File: src/sv/qapm_pkg.sv
// ----------------------------------------------------------------------------
// qapm_pkg
// shared types and constants of the attitude pid and quad-x mixer block
// ----------------------------------------------------------------------------
`default_nettype none

package qapm_pkg;

  typedef struct packed {
    logic signed [15:0] roll_target;
    logic signed [15:0] pitch_target;
    logic signed [31:0] yaw_target;
    logic        [15:0] thrust_demand;
    logic signed [15:0] roll_meas;
    logic signed [15:0] pitch_meas;
    logic signed [31:0] yaw_meas;
    logic signed [15:0] roll_rate_meas;
    logic signed [15:0] pitch_rate_meas;
    logic signed [15:0] yaw_rate_meas;
  } in_t;

  typedef struct packed {
    logic [10:0] motor1_pwm;
    logic [10:0] motor2_pwm;
    logic [10:0] motor3_pwm;
    logic [10:0] motor4_pwm;
  } out_t;

  localparam int CFG_IW = 4;
  localparam int CFG_DW = 32;

  localparam logic [CFG_IW-1:0] REG_RP_KP        = 4'd0;
  localparam logic [CFG_IW-1:0] REG_RP_KI        = 4'd1;
  localparam logic [CFG_IW-1:0] REG_RP_KD        = 4'd2;
  localparam logic [CFG_IW-1:0] REG_YAW_OUTER_KP = 4'd3;
  localparam logic [CFG_IW-1:0] REG_YAW_OUTER_KI = 4'd4;
  localparam logic [CFG_IW-1:0] REG_YAW_INNER_KP = 4'd5;
  localparam logic [CFG_IW-1:0] REG_YAW_INNER_KI = 4'd6;
  localparam logic [CFG_IW-1:0] REG_YAW_INNER_KD = 4'd7;

  localparam int MUL_AW = 34;
  localparam int MUL_BW = 32;
  localparam int MUL_PW = 66;
  localparam int FRC_W  = 48;

  localparam logic signed [31:0] DT_Q30     = 32'sd5368709;
  localparam logic signed [31:0] LP_OLD_Q30 = 32'sd1020054733;
  localparam logic signed [31:0] LP_NEW_Q30 = 32'sd53687091;
  localparam logic signed [31:0] MIX_K_Q30  = 32'sd1194108282;
  localparam logic signed [31:0] DERIV_GAIN = 32'sd200;

  localparam int PWM_OFS_Q8  = 176085;
  localparam int PWM_N_OFS   = 63730981;
  localparam int PWM_MIN     = 200;
  localparam int PWM_MAX     = 1800;
  localparam int FORCE_MAX_N = 1600;

  typedef struct packed {
    logic                     start;
    logic signed [MUL_AW-1:0] a;
    logic signed [MUL_BW-1:0] b;
  } mul_req_t;

  typedef struct packed {
    logic                     done;
    logic signed [MUL_PW-1:0] p;
  } mul_rsp_t;

  typedef struct packed {
    logic                    start;
    logic signed [FRC_W-1:0] frc;
  } pwm_req_t;

  typedef struct packed {
    logic        done;
    logic [10:0] pwm;
  } pwm_rsp_t;

endpackage

`default_nettype wire

File: src/sv/qapm_mul.sv
// ----------------------------------------------------------------------------
// qapm_mul
// bit-serial signed multiplier, one multiplier bit per cycle
// ----------------------------------------------------------------------------
`default_nettype none

module qapm_mul (
  input  wire logic               clk_i,
  input  wire logic               rst_ni,
  input  qapm_pkg::mul_req_t      req_i,
  output qapm_pkg::mul_rsp_t      rsp_o
);
  import qapm_pkg::*;

  localparam int CW = $clog2(MUL_BW);

  logic                   busy_q, done_q;
  logic [CW-1:0]          cnt_q;
  logic signed [MUL_AW:0] hi_q;
  logic [MUL_BW-1:0]      lo_q;
  logic signed [MUL_AW:0] a_q;
  logic signed [MUL_AW:0] addend, sum;
  logic [MUL_AW+MUL_BW:0] full;

  always_comb begin
    addend = '0;
    if (lo_q[0]) begin
      addend = (cnt_q == CW'(MUL_BW - 1)) ? -a_q : a_q;
    end
    sum  = hi_q + addend;
    full = {hi_q, lo_q};
  end

  always_ff @(posedge clk_i or negedge rst_ni) begin
    if (!rst_ni) begin
      busy_q <= 1'b0;
      done_q <= 1'b0;
      cnt_q  <= '0;
    end else begin
      done_q <= 1'b0;
      if (req_i.start) begin
        busy_q <= 1'b1;
        cnt_q  <= '0;
      end else if (busy_q) begin
        cnt_q <= cnt_q + CW'(1);
        if (cnt_q == CW'(MUL_BW - 1)) begin
          busy_q <= 1'b0;
          done_q <= 1'b1;
        end
      end
    end
  end

  always_ff @(posedge clk_i) begin
    if (req_i.start) begin
      a_q  <= {req_i.a[MUL_AW-1], req_i.a};
      hi_q <= '0;
      lo_q <= req_i.b;
    end else if (busy_q) begin
      hi_q <= {sum[MUL_AW], sum[MUL_AW:1]};
      lo_q <= {sum[0], lo_q[MUL_BW-1:1]};
    end
  end

  assign rsp_o.done = done_q;
  assign rsp_o.p    = full[MUL_PW-1:0];

endmodule

`default_nettype wire

File: src/sv/qapm_pwm.sv
// ----------------------------------------------------------------------------
// qapm_pwm
// force to pwm: clamp, serial divide by three, serial square root, clamp
// ----------------------------------------------------------------------------
`default_nettype none

module qapm_pwm #(
  parameter int FRAC_BITS = 16
) (
  input  wire logic          clk_i,
  input  wire logic          rst_ni,
  input  qapm_pkg::pwm_req_t req_i,
  output qapm_pkg::pwm_rsp_t rsp_o
);
  import qapm_pkg::*;

  localparam int NW  = 35;
  localparam int YW  = 44;
  localparam int GSH = FRAC_BITS - 8;
  localparam int RSH = (GSH > 0) ? GSH - 1 : 0;
  localparam logic [FRC_W-1:0] RND = (GSH > 0) ? (48'd1 << RSH) : 48'd0;
  localparam logic signed [FRC_W-1:0] FMAX = 48'(FORCE_MAX_N) <<< FRAC_BITS;

  typedef enum logic [2:0] {
    P_IDLE, P_PREP, P_DIV, P_Y1, P_Y2, P_Y3, P_SQRT, P_FIN
  } pstate_e;

  pstate_e                 state_q;
  logic signed [FRC_W-1:0] frc_q;
  logic [NW-1:0]           n_q, dn_q, q_q;
  logic [1:0]              rem_q;
  logic [5:0]              cnt_q;
  logic [YW-1:0]           y_q, r_q, bit_q;
  logic                    done_q;
  logic [10:0]             pwm_q;

  logic [FRC_W-1:0]        fc, g;
  logic [2:0]              dt;
  logic                    dge;
  logic [YW:0]             st;
  logic signed [YW+1:0]    pv, ph;

  always_comb begin
    if (frc_q <= 0) begin
      fc = '0;
    end else if (frc_q > FMAX) begin
      fc = FMAX;
    end else begin
      fc = frc_q;
    end
    g   = (fc + RND) >> GSH;
    dt  = {rem_q, dn_q[NW-1]};
    dge = (dt >= 3'd3);
    st  = {1'b0, r_q} + {1'b0, bit_q};
    pv  = $signed({2'b00, r_q}) - 46'(PWM_OFS_Q8);
    ph  = pv >>> 8;
  end

  always_ff @(posedge clk_i or negedge rst_ni) begin
    if (!rst_ni) begin
      state_q <= P_IDLE;
      done_q  <= 1'b0;
      pwm_q   <= 11'(PWM_MIN);
      frc_q   <= '0;
      n_q     <= '0;
      dn_q    <= '0;
      q_q     <= '0;
      rem_q   <= '0;
      cnt_q   <= '0;
      y_q     <= '0;
      r_q     <= '0;
      bit_q   <= '0;
    end else begin
      done_q <= 1'b0;
      unique case (state_q)
        P_IDLE: begin
          if (req_i.start) begin
            frc_q   <= req_i.frc;
            state_q <= P_PREP;
          end
        end
        P_PREP: begin
          n_q     <= (NW'(g) << 15) + NW'(PWM_N_OFS);
          dn_q    <= (NW'(g) << 15) + NW'(PWM_N_OFS);
          q_q     <= '0;
          rem_q   <= '0;
          cnt_q   <= '0;
          state_q <= P_DIV;
        end
        P_DIV: begin
          rem_q <= dge ? 2'(dt - 3'd3) : dt[1:0];
          q_q   <= {q_q[NW-2:0], dge};
          dn_q  <= {dn_q[NW-2:0], 1'b0};
          cnt_q <= cnt_q + 6'd1;
          if (cnt_q == 6'(NW - 1)) begin
            state_q <= P_Y1;
          end
        end
        P_Y1: begin
          y_q     <= (YW'(n_q) << 9) + (YW'(n_q) << 8);
          state_q <= P_Y2;
        end
        P_Y2: begin
          y_q     <= y_q + (YW'(n_q) << 6);
          state_q <= P_Y3;
        end
        P_Y3: begin
          y_q     <= y_q + YW'(n_q) + YW'(q_q);
          r_q     <= '0;
          bit_q   <= YW'(1) << (YW - 2);
          state_q <= P_SQRT;
        end
        P_SQRT: begin
          if ({1'b0, y_q} >= st) begin
            y_q <= y_q - st[YW-1:0];
            r_q <= (r_q >> 1) + bit_q;
          end else begin
            r_q <= r_q >> 1;
          end
          bit_q <= bit_q >> 2;
          if (bit_q[0]) begin
            state_q <= P_FIN;
          end
        end
        P_FIN: begin
          if (pv < 46'sd51200) begin
            pwm_q <= 11'(PWM_MIN);
          end else if (ph > 46'(PWM_MAX)) begin
            pwm_q <= 11'(PWM_MAX);
          end else begin
            pwm_q <= ph[10:0];
          end
          done_q  <= 1'b1;
          state_q <= P_IDLE;
        end
        default: state_q <= P_IDLE;
      endcase
    end
  end

  assign rsp_o.done = done_q;
  assign rsp_o.pwm  = pwm_q;

endmodule

`default_nettype wire

File: src/sv/quadrotor_attitude_pid_mixer.sv
// ----------------------------------------------------------------------------
// quadrotor_attitude_pid_mixer
// roll/pitch pid, yaw cascade pid, quad-x mixer and square-root pwm law
//
// one request on the input channel (valid/ready) carries targets, thrust and
// measured angles and rates; one result with four motor pwm values follows.
// gains are to be written through the plain write port only while the block
// is idle; the block itself does not enforce this. a request is taken only
// when the sequencer is idle; it then runs 22 multiplies on one bit-serial
// multiplier and four passes of the pwm unit (divide by three and square
// root) before the result is ready. the result sits in an output register;
// the next request is taken while it waits, and the sequencer holds at its
// end until that register is free.
// reset clears all integrators and filter state and loads the default gains.
// ----------------------------------------------------------------------------
`default_nettype none

module quadrotor_attitude_pid_mixer #(
  parameter int FRAC_BITS = 16
) (
  input  wire logic                          clk_i,
  input  wire logic                          rst_ni,
  input  wire logic                          in_valid_i,
  output logic                               in_ready_o,
  input  qapm_pkg::in_t                      in_data_i,
  output logic                               out_valid_o,
  input  wire logic                          out_ready_i,
  output qapm_pkg::out_t                     out_data_o,
  input  wire logic                          cfg_we_i,
  input  wire logic [qapm_pkg::CFG_IW-1:0]   cfg_idx_i,
  input  wire logic [qapm_pkg::CFG_DW-1:0]   cfg_wdata_i
);
  import qapm_pkg::*;

  typedef enum logic [1:0] {S_IDLE, S_MUL, S_PWM, S_OUT} state_e;

  typedef enum logic [4:0] {
    ST_R_DT, ST_R_KP, ST_R_KI, ST_R_KD,
    ST_P_DT, ST_P_KP, ST_P_KI, ST_P_KD,
    ST_YA_DT, ST_YA_KP, ST_YA_KI,
    ST_YR_DT, ST_YR_RAW, ST_YR_LPO, ST_YR_LPN, ST_YR_KP, ST_YR_KI, ST_YR_KD,
    ST_MIX1, ST_MIX2, ST_MIX3, ST_MIX4
  } step_e;

  localparam logic signed [MUL_PW-1:0] LIM = 66'sd2 <<< FRAC_BITS;

  function automatic logic signed [47:0] cvt(input logic signed [47:0] x, input int frm);
    if (FRAC_BITS >= frm) begin
      return x <<< (FRAC_BITS - frm);
    end
    return (x + (48'sd1 <<< (frm - FRAC_BITS - 1))) >>> (frm - FRAC_BITS);
  endfunction

  function automatic logic signed [31:0] sat48(input logic signed [47:0] x);
    if (x > 48'sd2147483647) begin
      return 32'sh7fffffff;
    end
    if (x < -48'sd2147483648) begin
      return 32'sh80000000;
    end
    return x[31:0];
  endfunction

  function automatic logic signed [31:0] satp(input logic signed [MUL_PW-1:0] x);
    if (x > 66'sd2147483647) begin
      return 32'sh7fffffff;
    end
    if (x < -66'sd2147483648) begin
      return 32'sh80000000;
    end
    return x[31:0];
  endfunction

  function automatic logic signed [MUL_PW-1:0] rnd30(input logic signed [MUL_PW-1:0] x);
    return (x + 66'sd536870912) >>> 30;
  endfunction

  function automatic logic signed [31:0] integ(input logic signed [31:0] iv,
                                               input logic signed [MUL_PW-1:0] p);
    logic signed [MUL_PW-1:0] v;
    v = MUL_PW'(iv) + rnd30(p);
    if (v > LIM) begin
      v = LIM;
    end
    if (v < -LIM) begin
      v = -LIM;
    end
    return v[31:0];
  endfunction

  function automatic logic signed [MUL_AW-1:0] ext(input logic signed [31:0] x);
    return MUL_AW'(x);
  endfunction

  state_e             state_q;
  step_e              step_q;
  in_t                in_q;
  logic               mul_start_q, pwm_start_q;
  logic signed [31:0] rp_kp_q, rp_ki_q, rp_kd_q, yo_kp_q, yo_ki_q, yi_kp_q, yi_ki_q, yi_kd_q;
  logic signed [31:0] roll_integ_q, pitch_integ_q, yaw_angle_integ_q, yaw_rate_integ_q;
  logic signed [31:0] last_rate_err_q, last_dterm_q;
  logic signed [33:0] sum_q;
  logic signed [31:0] tr_q, tp_q, ty_q, rate_err_q, raw_q;
  logic signed [MUL_PW-1:0] prod_q;
  logic signed [FRC_W-1:0]  frc_q;
  logic [10:0]        pwm1_q, pwm2_q, pwm3_q, pwm4_q;
  logic               out_valid_q;
  out_t               out_q;

  mul_req_t           mul_req;
  mul_rsp_t           mul_rsp;
  pwm_req_t           pwm_req;
  pwm_rsp_t           pwm_rsp;

  logic signed [31:0] err_r, err_p, err_y, rr, pr, yr, g, filt;
  logic signed [47:0] th, ymix;
  logic signed [MUL_AW-1:0] a_op;
  logic signed [MUL_BW-1:0] b_op;

  always_comb begin
    err_r = sat48(cvt(48'(in_q.roll_target), 12) + cvt(48'(in_q.roll_meas), 12));
    err_p = sat48(cvt(48'(in_q.pitch_target), 12) - cvt(48'(in_q.pitch_meas), 12));
    err_y = sat48(cvt(48'(in_q.yaw_meas) - 48'(in_q.yaw_target), 16));
    rr    = sat48(cvt(48'(in_q.roll_rate_meas), 12));
    pr    = sat48(cvt(48'(in_q.pitch_rate_meas), 12));
    yr    = sat48(cvt(48'(in_q.yaw_rate_meas), 12));
    th    = cvt($signed(48'(in_q.thrust_demand)), 8);
    g     = satp((mul_rsp.p + 66'sd32768) >>> 16);
    filt  = satp(rnd30(prod_q + mul_rsp.p));
    if (step_q == ST_MIX1 || step_q == ST_MIX3) begin
      ymix = 48'(ty_q) + th + 48'sd2;
    end else begin
      ymix = th - 48'(ty_q) + 48'sd2;
    end
  end

  always_comb begin
    a_op = '0;
    b_op = DT_Q30;
    unique case (step_q)
      ST_R_DT:   begin a_op = ext(err_r);             b_op = DT_Q30;     end
      ST_R_KP:   begin a_op = ext(err_r);             b_op = rp_kp_q;    end
      ST_R_KI:   begin a_op = ext(roll_integ_q);      b_op = rp_ki_q;    end
      ST_R_KD:   begin a_op = -ext(rr);               b_op = rp_kd_q;    end
      ST_P_DT:   begin a_op = ext(err_p);             b_op = DT_Q30;     end
      ST_P_KP:   begin a_op = ext(err_p);             b_op = rp_kp_q;    end
      ST_P_KI:   begin a_op = ext(pitch_integ_q);     b_op = rp_ki_q;    end
      ST_P_KD:   begin a_op = ext(pr);                b_op = rp_kd_q;    end
      ST_YA_DT:  begin a_op = ext(err_y);             b_op = DT_Q30;     end
      ST_YA_KP:  begin a_op = ext(err_y);             b_op = yo_kp_q;    end
      ST_YA_KI:  begin a_op = ext(yaw_angle_integ_q); b_op = yo_ki_q;    end
      ST_YR_DT:  begin a_op = ext(rate_err_q);        b_op = DT_Q30;     end
      ST_YR_RAW: begin
        a_op = ext(rate_err_q) - ext(last_rate_err_q);
        b_op = DERIV_GAIN;
      end
      ST_YR_LPO: begin a_op = ext(last_dterm_q);      b_op = LP_OLD_Q30; end
      ST_YR_LPN: begin a_op = ext(raw_q);             b_op = LP_NEW_Q30; end
      ST_YR_KP:  begin a_op = ext(rate_err_q);        b_op = yi_kp_q;    end
      ST_YR_KI:  begin a_op = ext(yaw_rate_integ_q);  b_op = yi_ki_q;    end
      ST_YR_KD:  begin a_op = ext(last_dterm_q);      b_op = yi_kd_q;    end
      ST_MIX1:   begin a_op = -ext(tr_q) - ext(tp_q); b_op = MIX_K_Q30;  end
      ST_MIX2:   begin a_op = ext(tp_q) - ext(tr_q);  b_op = MIX_K_Q30;  end
      ST_MIX3:   begin a_op = ext(tr_q) + ext(tp_q);  b_op = MIX_K_Q30;  end
      ST_MIX4:   begin a_op = ext(tr_q) - ext(tp_q);  b_op = MIX_K_Q30;  end
      default:   begin a_op = '0;                     b_op = DT_Q30;     end
    endcase
  end

  assign mul_req.start = mul_start_q;
  assign mul_req.a     = a_op;
  assign mul_req.b     = b_op;
  assign pwm_req.start = pwm_start_q;
  assign pwm_req.frc   = frc_q;

  qapm_mul u_mul (
    .clk_i  (clk_i),
    .rst_ni (rst_ni),
    .req_i  (mul_req),
    .rsp_o  (mul_rsp)
  );

  qapm_pwm #(.FRAC_BITS(FRAC_BITS)) u_pwm (
    .clk_i  (clk_i),
    .rst_ni (rst_ni),
    .req_i  (pwm_req),
    .rsp_o  (pwm_rsp)
  );

  always_ff @(posedge clk_i or negedge rst_ni) begin
    if (!rst_ni) begin
      state_q           <= S_IDLE;
      step_q            <= ST_R_DT;
      in_q              <= '0;
      mul_start_q       <= 1'b0;
      pwm_start_q       <= 1'b0;
      rp_kp_q           <= 32'sd196608;
      rp_ki_q           <= 32'sd0;
      rp_kd_q           <= 32'sd32768;
      yo_kp_q           <= 32'sd9830400;
      yo_ki_q           <= 32'sd0;
      yi_kp_q           <= 32'sd196608;
      yi_ki_q           <= 32'sd0;
      yi_kd_q           <= 32'sd0;
      roll_integ_q      <= '0;
      pitch_integ_q     <= '0;
      yaw_angle_integ_q <= '0;
      yaw_rate_integ_q  <= '0;
      last_rate_err_q   <= '0;
      last_dterm_q      <= '0;
      sum_q             <= '0;
      tr_q              <= '0;
      tp_q              <= '0;
      ty_q              <= '0;
      rate_err_q        <= '0;
      raw_q             <= '0;
      prod_q            <= '0;
      frc_q             <= '0;
      pwm1_q            <= '0;
      pwm2_q            <= '0;
      pwm3_q            <= '0;
      pwm4_q            <= '0;
      out_valid_q       <= 1'b0;
      out_q             <= '0;
    end else begin
      mul_start_q <= 1'b0;
      pwm_start_q <= 1'b0;

      if (cfg_we_i) begin
        unique case (cfg_idx_i)
          REG_RP_KP:        rp_kp_q <= cfg_wdata_i;
          REG_RP_KI:        rp_ki_q <= cfg_wdata_i;
          REG_RP_KD:        rp_kd_q <= cfg_wdata_i;
          REG_YAW_OUTER_KP: yo_kp_q <= cfg_wdata_i;
          REG_YAW_OUTER_KI: yo_ki_q <= cfg_wdata_i;
          REG_YAW_INNER_KP: yi_kp_q <= cfg_wdata_i;
          REG_YAW_INNER_KI: yi_ki_q <= cfg_wdata_i;
          REG_YAW_INNER_KD: yi_kd_q <= cfg_wdata_i;
          default: ;
        endcase
      end

      if (out_valid_q && out_ready_i) begin
        out_valid_q <= 1'b0;
      end

      unique case (state_q)
        S_IDLE: begin
          if (in_valid_i) begin
            in_q        <= in_data_i;
            step_q      <= ST_R_DT;
            mul_start_q <= 1'b1;
            state_q     <= S_MUL;
          end
        end
        S_MUL: begin
          if (mul_rsp.done) begin
            unique case (step_q)
              ST_R_DT:  roll_integ_q      <= integ(roll_integ_q, mul_rsp.p);
              ST_P_DT:  pitch_integ_q     <= integ(pitch_integ_q, mul_rsp.p);
              ST_YA_DT: yaw_angle_integ_q <= integ(yaw_angle_integ_q, mul_rsp.p);
              ST_YR_DT: yaw_rate_integ_q  <= integ(yaw_rate_integ_q, mul_rsp.p);
              ST_R_KP, ST_P_KP, ST_YA_KP, ST_YR_KP: sum_q <= 34'(g);
              ST_R_KI, ST_P_KI, ST_YR_KI:           sum_q <= sum_q + 34'(g);
              ST_R_KD:  tr_q <= sat48(48'(sum_q + 34'(g)));
              ST_P_KD:  tp_q <= sat48(48'(sum_q + 34'(g)));
              ST_YR_KD: ty_q <= sat48(48'(sum_q + 34'(g)));
              ST_YA_KI: rate_err_q <= sat48(48'(sat48(48'(sum_q + 34'(g)))) + 48'(yr));
              ST_YR_RAW: raw_q <= satp(mul_rsp.p);
              ST_YR_LPO: prod_q <= mul_rsp.p;
              ST_YR_LPN: begin
                last_dterm_q    <= filt;
                last_rate_err_q <= rate_err_q;
              end
              ST_MIX1, ST_MIX2, ST_MIX3, ST_MIX4: begin
                frc_q <= 48'(rnd30(mul_rsp.p)) + (ymix >>> 2);
              end
              default: ;
            endcase
            if (step_q == ST_MIX1 || step_q == ST_MIX2 ||
                step_q == ST_MIX3 || step_q == ST_MIX4) begin
              pwm_start_q <= 1'b1;
              state_q     <= S_PWM;
            end else begin
              step_q      <= step_e'(step_q + 5'd1);
              mul_start_q <= 1'b1;
            end
          end
        end
        S_PWM: begin
          if (pwm_rsp.done) begin
            priority case (step_q)
              ST_MIX1: pwm1_q <= pwm_rsp.pwm;
              ST_MIX2: pwm2_q <= pwm_rsp.pwm;
              ST_MIX3: pwm3_q <= pwm_rsp.pwm;
              default: pwm4_q <= pwm_rsp.pwm;
            endcase
            if (step_q == ST_MIX4) begin
              state_q <= S_OUT;
            end else begin
              step_q      <= step_e'(step_q + 5'd1);
              mul_start_q <= 1'b1;
              state_q     <= S_MUL;
            end
          end
        end
        S_OUT: begin
          if (!out_valid_q || out_ready_i) begin
            out_q.motor1_pwm <= pwm1_q;
            out_q.motor2_pwm <= pwm2_q;
            out_q.motor3_pwm <= pwm3_q;
            out_q.motor4_pwm <= pwm4_q;
            out_valid_q      <= 1'b1;
            state_q          <= S_IDLE;
          end
        end
        default: state_q <= S_IDLE;
      endcase
    end
  end

  assign in_ready_o  = (state_q == S_IDLE);
  assign out_valid_o = out_valid_q;
  assign out_data_o  = out_q;

  a_accept_starts: assert property (@(posedge clk_i) disable iff (!rst_ni)
    (in_valid_i && in_ready_o) |=> (state_q == S_MUL && step_q == ST_R_DT))
    else $error("accepted request did not start the sequencer");

  a_mul_done_state: assert property (@(posedge clk_i) disable iff (!rst_ni)
    mul_rsp.done |-> (state_q == S_MUL))
    else $error("multiplier finished outside multiply state");

  a_pwm_done_state: assert property (@(posedge clk_i) disable iff (!rst_ni)
    pwm_rsp.done |-> (state_q == S_PWM))
    else $error("pwm unit finished outside pwm state");

  a_pwm_range: assert property (@(posedge clk_i) disable iff (!rst_ni)
    out_valid_o |-> (out_data_o.motor1_pwm >= 11'd200 && out_data_o.motor1_pwm <= 11'd1800 &&
                     out_data_o.motor4_pwm >= 11'd200 && out_data_o.motor4_pwm <= 11'd1800))
    else $error("pwm result out of range");

endmodule

`default_nettype wire
File: config.mk
export PLATFORM = sky130hd
export DESIGN_NAME = quadrotor_attitude_pid_mixer
export DESIGN_NICKNAME = d
export VERILOG_FILES = /design/src/sv/qapm_pkg.sv /design/src/sv/qapm_mul.sv /design/src/sv/qapm_pwm.sv /design/src/sv/quadrotor_attitude_pid_mixer.sv
export SDC_FILE = /design/constraint.sdc
export NUM_CORES = 2
export LEC_CHECK = 0
export ABC_CLOCK_PERIOD_IN_PS = 9810
export CAP_MARGIN = 20
export CORE_AREA = 2 2 530 532
export DETAILED_ROUTE_END_ITERATION = 12
export DIE_AREA = 0 0 532 534
export DONT_BUFFER_PORTS = 1
export RECOVER_POWER = 50
export SKIP_LAST_GASP = 1
export SYNTH_ARGS = -nofsm -noshare
export SYNTH_HDL_FRONTEND = slang
export SYNTH_HIERARCHICAL = 1
export SYNTH_SLANG_ARGS = --single-unit
export TNS_END_PERCENT = 1
File: constraint.sdc
create_clock -name clk_i -period 9.81 [get_ports clk_i]
set_input_delay 1.962 -clock clk_i [delete_from_list [all_inputs] [get_ports clk_i]]
set_output_delay 1.962 -clock clk_i [all_outputs]
set_load 0.005 [all_outputs]
==> impl_results.md <==
* Die width at 532 um
* # setup viols final at 0
* Main area contributors after synthesis: dfrtp_1 30%, ha_1 10%, mux2_2 7.2%, a21oi_1 4.3%, nand2_1 3.8%
* Mapped Cells at around 12000
* Max FO, Critical Path at 10
* Hold Crit Class: flip-flop to flip-flop
* Final Cell Area at roughly 0.12 mm^2
* CTS root buf: clkbuf_16
* TritonRoute pass-1 iters at 6
* Unique masters post-synth at ~110
* CTS clk-pin slew, worst paths at 0.06 ns
* YS warnings at 6
* Post-route DRC at 0
* Antenna viol nets, final at 0
* Layout cell share with drive strength beyond 1 at 0.120
* Violated checks: capacitance limit, slew limit
* Worst Setup Start Kind: flip-flop
* Die footprint at 0.284 mm^2
* Reg-to-Reg End: rate_err_q[4]$_DFFE_PN0P_
* Initial Util at 0.388
* Clock Skews at 0.104 ns
* DR vias/cell at 6.07
* Synth-to-Final Area Change at 10.3%
* Top-Level Pins at ~280
* Gr usage total at 0.275
* Port-buffer cells at 0
* Longest Clk Path Bufs at 4
* Cell Rows at 194
* Wirelength, routed at about 410000 um
* Post-route setup slack at ~0.39 ns
* Synth Area in Simple Gates at 0.155
* Final min period at 9.42 ns
* Run status: complete, but fails checks
* Syn_nets at 13300
* Slew @ Worst Pin at roughly 6.0 ns
* Most used DFF post-synth: dfrtp_1
* Critical path start-end classification: flip-flop to flip-flop
* TritonCTS Buffers at about 180
* Sequential fraction of the synthesis area at 0.331
* Tcrit/Tclk final at 0.960
* Initial antenna violation count at 31
* Reg2reg path depth at 38
* Number of global-route vias before repair at roughly 90000
* Multiplexer share of the synthesized area at 0.0766
* Critical path's largest stage delay at approximately 0.48 ns
* Synth area leader: dfrtp_1
* Slew headroom at -3.03
* Max Slew Vio Count at between 1000 and 1500
* RD Place Congestion at just under 1
* Post-synth EDFFs at 66
* Fin. Hold Viols at 0
* WP data arrival at slightly above 10 ns
* Req. time, crit path at approximately 11 ns
* Core Box Area at 0.278 mm^2
* Post-synth top cells: 1312 x dfrtp_1, 1106 x nand2_1, 925 x a21oi_1
* CTS tree: done
* Most numerous cell in the Yosys netlist: dfrtp_1
* R2R Setup Slk at 0.39 ns
* Synth Area in Compound Gates at 0.228
* Synthesized flop and latch total at ~1400
* DP Worst Slack at 0.137 ns
* Hold wc startpoint: frc_q[24]$_DFFE_PN0P_
* Post-synth top area share at 0.304
* Avg Cell Area, Syn at roughly 8.9 um^2
* Cell mode on critical path: buf_4
* Chip Height at roughly 530 um
* DR iter-0 viols at just under 10000
* Pwr/cell area at around 110 mW/mm^2
* Number of H-tree levels at 4
* Setup TNS at 0 ns
* Post-Synth Adder-Cell Area at 0.113
* CP max stage cell: nor3_1
* Largest family of logic cells by synthesized area: compound AO/OA/AOI/OAI gates
* R2r startpoint: u_mul/lo_q[20]$_DFFE_PP_
* DP Area at roughly 0.11 mm^2
* Clock Sinks at 1424
* Leakage at between 50 and 60 nW
* Power Total at ~14 mW
* Mapped cell area at ~0.11 mm^2
* Maximum vdd drop at about 0.00015 V
* Clock Latency Late Sink at a little over 0.9 ns
* GRT overflow at 0
* Utilization after layout at 0.428
* Max Clk Rate at approximately 110 MHz
* Via count at 96500
* XOR/XNOR Fraction of Synth Area at 0.0581
* Largest net degree at the start of global routing at ~230
* CP Capture Type: flip-flop
* Hold path endpoint: frc_q[24]$_DFFE_PN0P_
* Post-cts hold buffer count at 0
* DP HPWL at a little over 300000 um
* Max cap viols at 31
* WL/cell at ~26 um
* Worst hold stages at 2
* Fin nets at around 13000
* First-pass GRT wire length at 601000 um
* Post-synth ARST share at 0.930
## worst max-delay path by stage
stage                                          start                    endpoint  slack, ns  cells past startpoint
after global placement      u_mul/lo_q[15]$_DFFE_PP_  rate_err_q[22]$_DFFE_PN0P_       0.27                     38
after CTS                   u_mul/lo_q[15]$_DFFE_PP_   rate_err_q[4]$_DFFE_PN0P_       0.02                     36
final                       u_mul/lo_q[20]$_DFFE_PP_   rate_err_q[4]$_DFFE_PN0P_       0.39                     38
after global routing        u_mul/lo_q[15]$_DFFE_PP_  rate_err_q[22]$_DFFE_PN0P_      -0.03                     41
after floorplan           u_mul/hi_q[0]$_SDFFE_PP0P_   rate_err_q[4]$_DFFE_PN0P_       1.03                     36
after detailed placement    u_mul/lo_q[15]$_DFFE_PP_   rate_err_q[4]$_DFFE_PN0P_       0.14                     36
## through the flow
| step | hold slack (ns) | std cells |
|---|---|---|
| finish | 0.475 | 15900 |
| global route | 0.502 | 15900 |
| global placement | 0.459 | 15600 |
| floorplan | 0.440 | 12100 |
| CTS | 0.481 | 15900 |
| detailed placement | 0.467 | 15600 |
## flip-flops by register name, summed over array words and instances, names as in the netlist, 34 cells and up
register / cells
in_q: 192
u_pwm/r_q: 44
u_mul/a_q: 34
frc_q: 47
prod_q: 66
out_data_o: 44
u_pwm/y_q: 44
u_pwm/frc_q: 48
u_pwm/dn_q: 35
u_pwm/q_q: 35
sum_q: 34
u_mul/hi_q: 34
## cell families after synthesis
group,after synthesis
flip-flops,1424
XOR/XNOR,718
multiplexers,741
adder cells (fa/ha/maj),951
AO/OA/AOI/OAI,3741
buffers and inverters,1077
AND/OR/NAND/NOR,3489
## area by class of cell
type                    instances  area, um^2
fillers                     27500      159000
multi-input cells            9640       68600
flip-flops and latches       1424       35800
clock buffers                 240        4950
well taps                    3724        4660
repair buffers                298        2250
inverters                     478        1790
clock inverters                84        1230
diodes                         12        30.0
## routing by layer
metal  part of all wire  routed length [um]  GRT usage  vias to the layer above
li1                   -                   -          -                    44700
met1               0.43              177000      0.378                    47300
met2               0.43              175000      0.415                     3707
met3              0.075               30700     0.0441                      797
met4              0.060               24600      0.146                       18
met5            0.00030                 123          0                        -
## power breakdown
group / internal [mW] / switching, mW / total, mW
clock network: 4.20 / 2.86 / 7.06
registers: 6.16 / 0.123 / 6.28
logic: 0.192 / 0.177 / 0.369
## timing repair
action | CTS | global route
hold endpoints to repair | 0 | 0
setup buffers | 0 | 3
endpoints found under the setup margin | 0 | 32
gates resized for setup | 0 | 20
## placed cells by master, fill, tap and decap left out, types with 51 or more instances in the layout
| cell | instances |
|---|---|
| o21ai_0 | 819 |
| o21bai_1 | 107 |
| a221oi_1 | 102 |
| clkbuf_16 | 178 |
| buf_4 | 257 |
| nor2b_1 | 105 |
| ha_1 | 895 |
| xnor2_1 | 417 |
| edfxtp_1 | 66 |
| and3_1 | 104 |
| and2_1 | 93 |
| a222oi_1 | 54 |
| inv_1 | 472 |
| nor2_1 | 790 |
| nand2_1 | 1100 |
| xor2_1 | 297 |
| a21o_1 | 346 |
| or3_1 | 79 |
| a211oi_1 | 105 |
| a22o_1 | 115 |
| dfrtp_1 | 1312 |
| clkbuf_1 | 66 |
| o211ai_1 | 91 |
| nand4_1 | 233 |
| a31oi_1 | 146 |
| a21oi_1 | 920 |
| mux2_2 | 695 |
| or2_2 | 51 |
| o21a_1 | 163 |
| nand3_1 | 333 |
| nand2b_1 | 100 |
| nor4_1 | 85 |
| o31ai_1 | 74 |
| a22oi_1 | 111 |
| nor3_1 | 206 |
## worst max-delay path, delay by kind of cell, from the launching register on
| family | cells | cell delay [ns] |
|---|---|---|
| AOI/OAI and AO/OA | 16 | 3.76 |
| DFF | 1 | 0.35 |
| buffers and inverters | 10 | 1.73 |
| xor gates and xnor gates | 1 | 0.17 |
| adders and majority gates | 3 | 1.09 |
| and+or+nand+nor | 7 | 1.81 |
| muxes | 1 | 0.27 |
Note: power is estimated with default switching activity, not from simulation.
